`src/rtl/core/prime_triple_decomposition_assert.svh`:
```
// Assertion macros for the prime triple decomposition block.
`ifndef PRIME_TRIPLE_DECOMPOSITION_ASSERT_SVH
`define PRIME_TRIPLE_DECOMPOSITION_ASSERT_SVH

`ifndef NO_ASSERTIONS

// Same-cycle implication, sampled on clk, idle during rst.
`define PTD_ASSERT_IMPL(label, ante, cons, msg) \
  label: assert property (@(posedge clk) disable iff (rst) (ante) |-> (cons)) \
    else $error(msg);

// Next-cycle implication, sampled on clk, idle during rst.
`define PTD_ASSERT_NEXT(label, ante, cons, msg) \
  label: assert property (@(posedge clk) disable iff (rst) (ante) |=> (cons)) \
    else $error(msg);

`else

`define PTD_ASSERT_IMPL(label, ante, cons, msg)
`define PTD_ASSERT_NEXT(label, ante, cons, msg)

`endif

`endif

```
`src/rtl/core/ptd_pkg.sv`:
```
// Package: types, codes and constants of the prime triple decomposition block.
package ptd_pkg;

  // Default working width of the number.
  localparam int VALUE_BITS_DEF = 16;
  // Width of the payload fields.
  localparam int FIELD_BITS     = 16;

  // Numbers at or below this are rejected outright.
  localparam int SCREEN_MAX     = 5;
  // The fixed prime taken off n before the pair search.
  localparam int FIXED_PRIME    = 3;
  // First trial divisor and first pair candidate.
  localparam int FIRST_PRIME    = 2;

  typedef enum logic [1:0] {
    STATUS_INVALID = 2'd0,
    STATUS_FOUND   = 2'd1,
    STATUS_NONE    = 2'd2
  } status_t;

  // Which number the current primality test is for.
  typedef enum logic [1:0] {
    TGT_N,
    TGT_A,
    TGT_B
  } target_t;

  typedef enum logic [2:0] {
    ST_IDLE,
    ST_SCREEN,
    ST_PT_INIT,
    ST_PT_CMP,
    ST_PT_DIV,
    ST_RET,
    ST_NEXT_A,
    ST_DONE
  } state_t;

  // Status of the shared remainder unit.
  typedef struct packed {
    logic busy;
    logic done;
  } rem_stat_t;

endpackage

```
`src/rtl/core/ptd_in_if.sv`:
```
// Input channel: one number per beat.
interface ptd_in_if;
  logic        valid;
  logic        ready;
  logic [15:0] number_in;

  modport source (output valid, output number_in, input ready);
  modport sink (input valid, input number_in, output ready);
endinterface

```
`src/rtl/core/ptd_out_if.sv`:
```
// Output channel: one decomposition result per beat.
interface ptd_out_if;
  logic        valid;
  logic        ready;
  logic [1:0]  status;
  logic [15:0] first_prime;
  logic [15:0] second_prime;

  modport source (output valid, output status, output first_prime, output second_prime,
                  input ready);
  modport sink (input valid, input status, input first_prime, input second_prime,
                output ready);
endinterface

```
`src/rtl/core/ptd_rem_unit.sv`:
```
// Shared remainder unit: restoring division, one quotient bit per cycle.
module ptd_rem_unit #(
  parameter int VALUE_BITS = ptd_pkg::VALUE_BITS_DEF
) (
  input  logic                  clk,
  input  logic                  rst,
  input  logic                  start,
  input  logic [VALUE_BITS-1:0] dividend,
  input  logic [VALUE_BITS-1:0] divisor,
  output ptd_pkg::rem_stat_t    stat,
  output logic [VALUE_BITS-1:0] rem
);

  localparam int W  = VALUE_BITS;
  localparam int CW = $clog2(W + 1);

  logic [CW-1:0] cnt;
  logic          busy;
  logic          done;
  logic [W-1:0]  sh;
  logic [W-1:0]  r;
  logic [W-1:0]  r_next;
  logic [W:0]    trial;

  // One restoring step: shift in the next dividend bit, subtract if it fits
  always_comb begin
    trial = {r, sh[W-1]};
    if (trial >= {1'b0, divisor}) begin
      r_next = W'(trial - {1'b0, divisor});
    end else begin
      r_next = W'(trial);
    end
  end

  // Control
  always_ff @(posedge clk) begin
    if (rst) begin
      busy <= 1'b0;
      done <= 1'b0;
      cnt  <= '0;
    end else begin
      done <= 1'b0;
      if (start) begin
        busy <= 1'b1;
        cnt  <= CW'(W);
      end else if (busy) begin
        cnt <= cnt - 1'b1;
        if (cnt == CW'(1)) begin
          busy <= 1'b0;
          done <= 1'b1;
        end
      end
    end
  end

  // Datapath
  always_ff @(posedge clk) begin
    if (start) begin
      sh <= dividend;
      r  <= '0;
    end else if (busy) begin
      sh <= sh << 1;
      r  <= r_next;
    end
  end

  assign stat.busy = busy;
  assign stat.done = done;
  assign rem       = r;

endmodule

```
`src/rtl/core/prime_triple_decomposition.sv`:
```
// Top level of the prime triple decomposition block: sequencer, remainder unit, output register.
// Sequence: a screen, then per primality test of x about sqrt(x) divisors,
//   each run through the shared remainder unit; n near 65521 needs full tests
//   of n and of b.
// Throughput: one number at a time; the next is taken once the sequencer is idle,
//   which it reaches as soon as the result sits in the output register.
module prime_triple_decomposition #(
  parameter int VALUE_BITS = ptd_pkg::VALUE_BITS_DEF
) (
  input logic       clk,
  input logic       rst,
  ptd_in_if.sink    item,
  ptd_out_if.source result
);

`include "prime_triple_decomposition_assert.svh"

  localparam int W  = VALUE_BITS;
  localparam int FB = ptd_pkg::FIELD_BITS;

  ptd_pkg::state_t  state, state_next;
  ptd_pkg::target_t target, target_next;
  ptd_pkg::status_t res_status, res_status_next;

  logic [W-1:0] n, n_next;
  logic [W-1:0] rest, rest_next;
  logic [W-1:0] a, a_next;
  logic [W-1:0] x, x_next;
  logic [W-1:0] d, d_next;
  logic [W:0]   sq, sq_next;
  logic         is_prime, is_prime_next;
  logic [W-1:0] res_first, res_first_next;
  logic [W-1:0] res_second, res_second_next;

  logic         out_valid, out_valid_next;
  logic         load;
  logic [1:0]   out_status;
  logic [FB-1:0] out_first;
  logic [FB-1:0] out_second;

  logic               rem_start;
  ptd_pkg::rem_stat_t rem_stat;
  logic [W-1:0]       rem;
  logic [W+1:0]       found_sum;

  // Shared remainder unit for all trial divisions
  ptd_rem_unit #(.VALUE_BITS(VALUE_BITS)) u_rem (
    .clk      (clk),
    .rst      (rst),
    .start    (rem_start),
    .dividend (x),
    .divisor  (d),
    .stat     (rem_stat),
    .rem      (rem)
  );

  // State register
  always_ff @(posedge clk) begin
    if (rst) begin
      state     <= ptd_pkg::ST_IDLE;
      out_valid <= 1'b0;
    end else begin
      state     <= state_next;
      out_valid <= out_valid_next;
    end
  end

  // Working registers
  always_ff @(posedge clk) begin
    target     <= target_next;
    res_status <= res_status_next;
    n          <= n_next;
    rest       <= rest_next;
    a          <= a_next;
    x          <= x_next;
    d          <= d_next;
    sq         <= sq_next;
    is_prime   <= is_prime_next;
    res_first  <= res_first_next;
    res_second <= res_second_next;
  end

  // Output register
  always_ff @(posedge clk) begin
    if (load) begin
      out_status <= res_status;
      out_first  <= FB'(res_first);
      out_second <= FB'(res_second);
    end
  end

  // Sequencer: next state and outputs
  always_comb begin
    state_next      = state;
    target_next     = target;
    res_status_next = res_status;
    n_next          = n;
    rest_next       = rest;
    a_next          = a;
    x_next          = x;
    d_next          = d;
    sq_next         = sq;
    is_prime_next   = is_prime;
    res_first_next  = res_first;
    res_second_next = res_second;
    rem_start       = 1'b0;
    load            = 1'b0;
    out_valid_next  = out_valid && !result.ready;

    unique case (state)
      ptd_pkg::ST_IDLE: begin
        if (item.valid) begin
          n_next     = W'(item.number_in);
          state_next = ptd_pkg::ST_SCREEN;
        end
      end

      // Reject small or even numbers, else test n itself
      ptd_pkg::ST_SCREEN: begin
        res_first_next  = '0;
        res_second_next = '0;
        if (n <= W'(ptd_pkg::SCREEN_MAX) || !n[0]) begin
          res_status_next = ptd_pkg::STATUS_INVALID;
          state_next      = ptd_pkg::ST_DONE;
        end else begin
          x_next      = n;
          target_next = ptd_pkg::TGT_N;
          state_next  = ptd_pkg::ST_PT_INIT;
        end
      end

      ptd_pkg::ST_PT_INIT: begin
        if (x < W'(ptd_pkg::FIRST_PRIME)) begin
          is_prime_next = 1'b0;
          state_next    = ptd_pkg::ST_RET;
        end else begin
          d_next     = W'(ptd_pkg::FIRST_PRIME);
          sq_next    = (W+1)'(ptd_pkg::FIRST_PRIME * ptd_pkg::FIRST_PRIME);
          state_next = ptd_pkg::ST_PT_CMP;
        end
      end

      // Stop once d*d passes x, else divide
      ptd_pkg::ST_PT_CMP: begin
        if (sq > {1'b0, x}) begin
          is_prime_next = 1'b1;
          state_next    = ptd_pkg::ST_RET;
        end else begin
          rem_start  = 1'b1;
          state_next = ptd_pkg::ST_PT_DIV;
        end
      end

      // (d+1)^2 = d^2 + 2d + 1
      ptd_pkg::ST_PT_DIV: begin
        if (rem_stat.done) begin
          if (rem == '0) begin
            is_prime_next = 1'b0;
            state_next    = ptd_pkg::ST_RET;
          end else begin
            d_next     = d + 1'b1;
            sq_next    = sq + {d, 1'b1};
            state_next = ptd_pkg::ST_PT_CMP;
          end
        end
      end

      // Act on the test result by caller
      ptd_pkg::ST_RET: begin
        unique case (target)
          ptd_pkg::TGT_N: begin
            if (!is_prime) begin
              res_status_next = ptd_pkg::STATUS_INVALID;
              state_next      = ptd_pkg::ST_DONE;
            end else begin
              rest_next  = n - W'(ptd_pkg::FIXED_PRIME);
              a_next     = W'(ptd_pkg::FIRST_PRIME);
              state_next = ptd_pkg::ST_NEXT_A;
            end
          end
          ptd_pkg::TGT_A: begin
            if (is_prime) begin
              x_next      = rest - a;
              target_next = ptd_pkg::TGT_B;
              state_next  = ptd_pkg::ST_PT_INIT;
            end else begin
              a_next     = a + 1'b1;
              state_next = ptd_pkg::ST_NEXT_A;
            end
          end
          ptd_pkg::TGT_B: begin
            if (is_prime) begin
              res_status_next = ptd_pkg::STATUS_FOUND;
              res_first_next  = a;
              res_second_next = rest - a;
              state_next      = ptd_pkg::ST_DONE;
            end else begin
              a_next     = a + 1'b1;
              state_next = ptd_pkg::ST_NEXT_A;
            end
          end
          default: begin
            state_next = ptd_pkg::ST_IDLE;
          end
        endcase
      end

      // Loop while 2a <= n - 3
      ptd_pkg::ST_NEXT_A: begin
        if ({a, 1'b0} <= {1'b0, rest}) begin
          x_next      = a;
          target_next = ptd_pkg::TGT_A;
          state_next  = ptd_pkg::ST_PT_INIT;
        end else begin
          res_status_next = ptd_pkg::STATUS_NONE;
          state_next      = ptd_pkg::ST_DONE;
        end
      end

      // Hand the result over once the output register is free
      ptd_pkg::ST_DONE: begin
        if (!out_valid || result.ready) begin
          load           = 1'b1;
          out_valid_next = 1'b1;
          state_next     = ptd_pkg::ST_IDLE;
        end
      end

      default: begin
        state_next = ptd_pkg::ST_IDLE;
      end
    endcase
  end

  assign item.ready          = (state == ptd_pkg::ST_IDLE);
  assign result.valid        = out_valid;
  assign result.status       = out_status;
  assign result.first_prime  = out_first;
  assign result.second_prime = out_second;

  assign found_sum = {2'b00, res_first} + {2'b00, res_second}
                   + (W+2)'(ptd_pkg::FIXED_PRIME);

  `PTD_ASSERT_IMPL(a_rem_done_in_div, rem_stat.done, state == ptd_pkg::ST_PT_DIV,
    "remainder finished outside divide state")
  `PTD_ASSERT_IMPL(a_div_not_stalled, state == ptd_pkg::ST_PT_DIV,
    rem_stat.busy || rem_stat.done, "divide state with idle remainder unit")
  `PTD_ASSERT_IMPL(a_found_sum, load && res_status == ptd_pkg::STATUS_FOUND,
    found_sum == {2'b00, n}, "found pair does not add up to n")
  `PTD_ASSERT_IMPL(a_zero_unless_found, load && res_status != ptd_pkg::STATUS_FOUND,
    res_first == '0 && res_second == '0, "primes nonzero without a found pair")
  `PTD_ASSERT_NEXT(a_accept_screens, item.valid && item.ready,
    state == ptd_pkg::ST_SCREEN, "accepted beat not screened")

endmodule
```
`src/flat_wrapper.sv`:
```
// flat-port wrapper written by rule: the top's interface ports become plain ports
module prime_triple_decomposition_flat 
#(
  parameter int VALUE_BITS = ptd_pkg::VALUE_BITS_DEF
)
  (clk, rst, item_valid, item_number_in, item_ready, result_valid, result_status, result_first_prime, result_second_prime, result_ready);
  ptd_in_if item_i ();
  ptd_out_if result_i ();
  input logic clk;
  input logic rst;
  input wire logic [$bits(item_i.valid)-1:0] item_valid;
  input wire logic [$bits(item_i.number_in)-1:0] item_number_in;
  output wire logic [$bits(item_i.ready)-1:0] item_ready;
  output wire logic [$bits(result_i.valid)-1:0] result_valid;
  output wire logic [$bits(result_i.status)-1:0] result_status;
  output wire logic [$bits(result_i.first_prime)-1:0] result_first_prime;
  output wire logic [$bits(result_i.second_prime)-1:0] result_second_prime;
  input wire logic [$bits(result_i.ready)-1:0] result_ready;
  assign item_i.valid = item_valid;
  assign item_i.number_in = item_number_in;
  assign item_ready = item_i.ready;
  assign result_valid = result_i.valid;
  assign result_status = result_i.status;
  assign result_first_prime = result_i.first_prime;
  assign result_second_prime = result_i.second_prime;
  assign result_i.ready = result_ready;
  prime_triple_decomposition #(.VALUE_BITS(VALUE_BITS)) u_core (.clk(clk), .rst(rst), .item(item_i), .result(result_i));
endmodule
```
`config.mk`:
```
export PLATFORM = sky130hd
export DESIGN_NAME = prime_triple_decomposition_flat
export DESIGN_NICKNAME = d
export VERILOG_FILES = /design/src/rtl/core/ptd_pkg.sv /design/src/rtl/core/ptd_in_if.sv /design/src/rtl/core/ptd_out_if.sv /design/src/rtl/core/ptd_rem_unit.sv /design/src/rtl/core/prime_triple_decomposition.sv /design/src/flat_wrapper.sv
export VERILOG_INCLUDE_DIRS = /design/src /design/src/rtl/core
export SDC_FILE = /design/constraint.sdc
export NUM_CORES = 1
export LEC_CHECK = 0
export BUFFER_PORTS_ARGS = -buffer_cell sky130_fd_sc_hd__buf_2
export CORE_MARGIN = 2
export CORE_UTILIZATION = 57
export CTS_CLUSTER_SIZE = 12
export DETAILED_ROUTE_END_ITERATION = 10
export GPL_TIMING_DRIVEN = 0
export PLACE_DENSITY = 0.75
export SLEW_MARGIN = 10
export SYNTH_ARGS = -nofsm -noshare
export SYNTH_HDL_FRONTEND = slang
export SYNTH_HIERARCHICAL = 1
export SYNTH_SLANG_ARGS = --single-unit
export TNS_END_PERCENT = 50
```
`constraint.sdc`:
```
create_clock -name clk -period 5.4 [get_ports clk]
set_input_delay 0.54 -clock clk [delete_from_list [all_inputs] [get_ports clk]]
set_output_delay 0.54 -clock clk [all_outputs]
set_load 0.005 [all_outputs]
```
; Word-level counts from Yosys, hierarchy flattened
; Cells that the tools add are included.
[classes]
add_sub_neg = 7
order_cmp = 5
eq_ne = 30
n_mux = 65
bitwise_logic = 1
n_reduce_logical = 27
[op_table]
columns = cell, count
row1 = 16-bit 2-to-1 mux, 15
row2 = 16-bit case mux with 2 select lines, 4
row3 = 17-bit 2-to-1 mux, 3
row4 = 16-bit case mux with 3 select lines, 1
row5 = 17-bit case mux with 2 select lines, 1
row6 = 16-bit by 1-bit adder with 16-bit output (second input constant), 2
row7 = 16-bit subtractor, 2
row8 = 3-bit 2-to-1 mux, 8
row9 = 3-bit case mux with 8 select lines, 1
row10 = 2-bit by 1-bit inequality test with 1-bit output (second input constant), 9
row11 = 17-bit adder, 1
row12 = 17-bit by 16-bit greater-or-equal comparator with 1-bit output, 1
row13 = 17-bit by 16-bit greater-than comparator with 1-bit output, 1
row14 = 17-bit by 16-bit less-or-equal comparator with 1-bit output, 1
row15 = 1-bit 2-to-1 mux, 17
row16 = 16-bit by 3-bit less-or-equal comparator with 1-bit output (second input constant), 1
row17 = 16-bit zero test, 1
row18 = 16-bit by 2-bit less-than comparator with 1-bit output (second input constant), 1
row19 = 2-bit 2-to-1 mux, 8
row20 = 2-bit inequality test (second input constant), 8
row21 = 16-bit by 2-bit subtractor with 16-bit output (second input constant), 1
row22 = 3-bit equality test (second input constant), 4
row23 = 2-bit case mux with 3 select lines, 2
row24 = 5-bit 2-to-1 mux, 2
row25 = other kinds (26), 40
[word_totals]
ff_bits = 211
in_bits = 20
out_inout_bits = 36
wordCells = 157

; Longest topological paths before layout
[logic_depth]
word_depth = 4
ltp_mapped = 13
depth_no_buf = 11

; By module
; The synthesis kept the hierarchy.
[by_module_without_submodules]
columns = mod, n_inst, cells_per_inst, area_per_inst_um2, seq_area_each_um2
row1 = prime_triple_decomposition, 1, 804, 9342.7, 5124.9
row2 = ptd_rem_unit, 1, 304, 2725.1, 940.9

; Least setup slack after synthesis
; OpenSTA, ideal clock, no wires.
[synth_path]
kind = register to register
startpoint = register u_core.state[0]
endpoint = register u_core.a[0], enable pin
setup_ns = 0.478
arrival_ns = 3.562
required_ns = 4.922
slack_ns = 1.360
stages_incl_launch_ff = 5
n_path_buf = 1
synth_period_minus_slack_ns = 4.040
cell_sequence = dfxtp_1 > and2b_1 > nand2_1 > clkbuf_1 > a2111oi_0
[synth_via]
elab_chain_cells = 2
[synth_rtl]
columns = item, line
row1 = from (decl), prime_triple_decomposition.sv:21  ; ptd_pkg::state_t state, state_next;
row2 = from (signal assigned), prime_triple_decomposition.sv:60  ; state <= ptd_pkg::ST_IDLE;
row3 = from (signal assigned), prime_triple_decomposition.sv:63  ; state <= state_next;
row4 = 3-bit equality test, prime_triple_decomposition.sv:110  ; unique case (state)
row5 = 4-bit AND reduction (no source line), n/a
row6 = to (signal assigned), prime_triple_decomposition.sv:74  ; a <= a_next;
row7 = to (decl), prime_triple_decomposition.sv:27  ; logic [W-1:0] a, a_next;
; No other way between the ends.
; A chain may end at the register's enable or synchronous reset.

; Worst setup path after layout
[layout_path]
startpoint = register u_core.x[10]
endpoint = register u_core.u_rem.sh[5], enable pin
[layout_via]
elab_chain_cells = 4
[layout_rtl]
columns = item, line
row1 = from (decl), prime_triple_decomposition.sv:28  ; logic [W-1:0] x, x_next;
row2 = from (signal assigned), prime_triple_decomposition.sv:75  ; x <= x_next;
row3 = 17-bit by 16-bit greater-than comparator with 1-bit output, prime_triple_decomposition.sv:145  ; if (sq > {1'b0, x}) begin
row4 = 1-bit 2-to-1 mux, prime_triple_decomposition.sv:145
row5 = 1-bit 2-to-1 mux, prime_triple_decomposition.sv:110
row6 = named net u_core.rem_start, prime_triple_decomposition.sv:41  ; logic rem_start;
row7 = 2-bit nonzero test (no source line), n/a
row8 = to (signal assigned), ptd_rem_unit.sv:59  ; sh <= dividend;
row9 = to (signal assigned), ptd_rem_unit.sv:62  ; sh <= sh << 1;
row10 = to (decl), ptd_rem_unit.sv:20  ; logic [W-1:0] sh;
; The timed path passes the listed nets, and every way through them passes these cells.

==> impl_metrics.tcl <==
set metrics [dict create \
    ff2ff_setup_slack_ns 1.60 \
    cp.required_ns 5.56 \
    drive_gt1_frac 0.1309 \
    viasPerCell 6.048 \
    ant_nets 0 \
    syn_to_final_growth_pct 12.66 \
    pin_count 56 \
    clock_sinks 211 \
    grt_pass1_vias 8369 \
    cts_max_level 1 \
    layoutNonFillerInstCount 1482 \
    outcome "completed" \
    worst_pin_slew_ns 0.8531 \
    cts_setup_buffers 0 \
    ctsResizeCount 0 \
    vias 8963 \
    final.setup_skew_ns 0.008147 \
    hold_ws_ns 0.2047 \
    synth_area_mm2 0.01206 \
    core_area_mm2 0.02089 \
    portBuffers 55 \
    wl_per_cell_um 18.97 \
    rows 53 \
    timing.rr.end "u_core/u_rem/sh[5]$_DFFE_PP_" \
    routed_wl_mm 28.11 \
    clock_path_buffers 3 \
    postSynthAreaPerCell_um2 10.89 \
    cts_buffers 24 \
    grt_overflow 0 \
    clkLatencyLatePin_ns 0.51 \
    worstPathArrival_ns 3.96 \
    drc 0 \
    min_path_type "input pin to flop" \
    whs_endpoint "u_core/n[15]$_DFFE_PP_" \
    share_comb_of_total_power 0.365 \
    critPathCaptureType "flop" \
    ir_drop_mv 0.2085 \
    rsz0062_at_grt "false" \
    timing.fmax_mhz 263.4 \
    switchingPower_mw 2.374 \
    grtUsageTotal 0.2526 \
    power_density_mw_per_mm2 485.1 \
    start_kind "flop" \
    drv_slew 0 \
    drtPass1Iterations 5 \
    cts.clk_slew.worst_paths_ns 0.06 \
    die_w_um 149.5 \
    dp.cells 1442 \
    finalHoldViolations 0 \
    mostFrequentLayoutCells "edfxtp_1, nor2_1, ha_1, inv_1, buf_2" \
    tns_ns 0 \
    antenna_found_initial 0 \
    num_antenna_cells 0 \
    drtIter0Drc 755 \
    initial_utilization 0.5774 \
    setup_violations 0 \
    relSlewSlack 0.4313 \
    grt_max_degree 34 \
    seqPwrFrac 0.388 \
    ctsHoldBuffers 0 \
    syn_inst 1107 \
    dieHeight_um 149.5 \
    critPathMaxFanout 16 \
    dieArea_mm2 0.02234 \
    r2r_start "u_core/x[10]$_DFFE_PP_" \
    p_int_mw 4.217 \
    cap_violations 0 \
    tritoncts "yes" \
    hold_path.startpoint "item_number_in[15]" \
    grt_pass1_wl_mm 44.44 \
    place.detailed.hpwl_mm 20.80 \
    post-route-period-util 0.7031 \
    yosys_warnings 6 \
    root_buffer "clkbuf_16" \
    fillers 1610 \
    post-route-min-period_ns 3.797 \
    synth.net_count 1218 \
    pwr-share-clk 0.247 \
    final_nets 1304 \
    worstHoldPathCells 1 \
    place_congestion 0.8916 \
    ff2ff_path_depth 10 \
    p_leak_nw 5.291 \
    final_common_cell "edfxtp_1" \
    power_switching_share 0.3602 \
    path_class "flop to flop" \
]
==> metrics by stage <==
stage | utilization | area [um2] | power (mW) | setup slack [ns]
6_report | 0.6504 | 13590 | 6.591 | 1.603
2_1_floorplan | - | 12060 | 4.276 | 1.360
3_5_place_dp | 0.6126 | 12800 | 4.936 | 1.665
3_3_place_gp | 0.6070 | 12680 | 4.819 | -0.1033
4_1_cts | 0.6504 | 13590 | 6.589 | 1.656
5_1_grt | 0.6504 | 13590 | 6.974 | 1.318
==> critical path: stages, from the launching register on <==
cell and delay (ns):
edfxtp_1 0.39, inv_1 0.07, ha_1 0.31, a21oi_1 0.14, o21ai_0 0.10, a2111oi_0 0.49, a21o_1 0.27, and2_1 0.19
clkbuf_1 0.48, clkbuf_1 0.51, or2_2 0.48
==> state kept, by name (all words and copies together) (netlist names) <==
register and flops:
u_core/res_second 16, u_core/res_first 16, u_core/u_rem/sh 16, u_core/res_status 2
u_core/result.valid 1, u_core/u_rem/busy 1, u_core/target 2, u_core/result.first_prime 16
u_core/d 16, u_core/u_rem/done 1, u_core/is_prime 1, u_core/a 16
u_core/rest 16, u_core/result.second_prime 16, u_core/n 16, u_core/result.status 2
u_core/u_rem/rem 16, u_core/sq 17, u_core/x 16, u_core/u_rem/cnt 5
u_core/state 3
==> per-layer routing <==
metal / vias up / share of wire / routed length (um) / GRT usage
li1: 4266 / - / - / -
met1: 4276 / 0.46 / 12990 / 0.3859
met2: 377 / 0.44 / 12230 / 0.3768
met3: 44 / 0.084 / 2375 / 0.04421
met4: 0 / 0.018 / 519 / 0.05857
met5: - / 0 / 0 / 0
==> area by class of cell <==
| cell class | instances | area (um2) | share of cell area |
|---|---|---|---|
| Clock buffer | 29 | 661.9 | 0.04872 |
| Buffer | 38 | 171.4 | 0.01262 |
| Inverter | 87 | 326.6 | 0.02404 |
| Multi-Input combinational cell | 771 | 5533 | 0.4072 |
| Clock inverter | 11 | 128.9 | 0.009485 |
| Timing Repair Buffer | 60 | 355.3 | 0.02615 |
| Sequential cell | 211 | 6066 | 0.4464 |
| Tap cell | 275 | 344.1 | 0.02532 |
==> power by group through the flow <==
stage	sequential [mW]	combinational, mW	clock (mW)
finish	2.56	2.40	1.63
global route	2.60	2.66	1.72
CTS	2.56	2.37	1.66
detailed placement	2.58	2.35	0
global placement	2.59	2.23	0
floorplan	2.47	1.81	0
==> how the worst max path moves through the flow <==
stage                                             from                               end  slack, ns  cells after the start
after floorplan           u_core/state[0]$_SDFFE_PP0P_         u_core/a[0]$_SDFFCE_PN0P_       1.36                      4
after global placement    u_core/state[2]$_SDFFE_PP0P_        u_core/a[14]$_SDFFCE_PN0P_      -0.10                      4
after detailed placement        u_core/x[15]$_DFFE_PP_      u_core/u_rem/sh[3]$_DFFE_PP_       1.66                      9
after CTS                       u_core/x[10]$_DFFE_PP_      u_core/u_rem/sh[3]$_DFFE_PP_       1.66                     10
after global routing            u_core/x[10]$_DFFE_PP_  u_core/u_rem/sh[0]$_SDFFCE_PN0P_       1.32                     10
final                           u_core/x[10]$_DFFE_PP_      u_core/u_rem/sh[5]$_DFFE_PP_       1.60                     10
No activity file was read; power rests on OpenSTA's default activity.
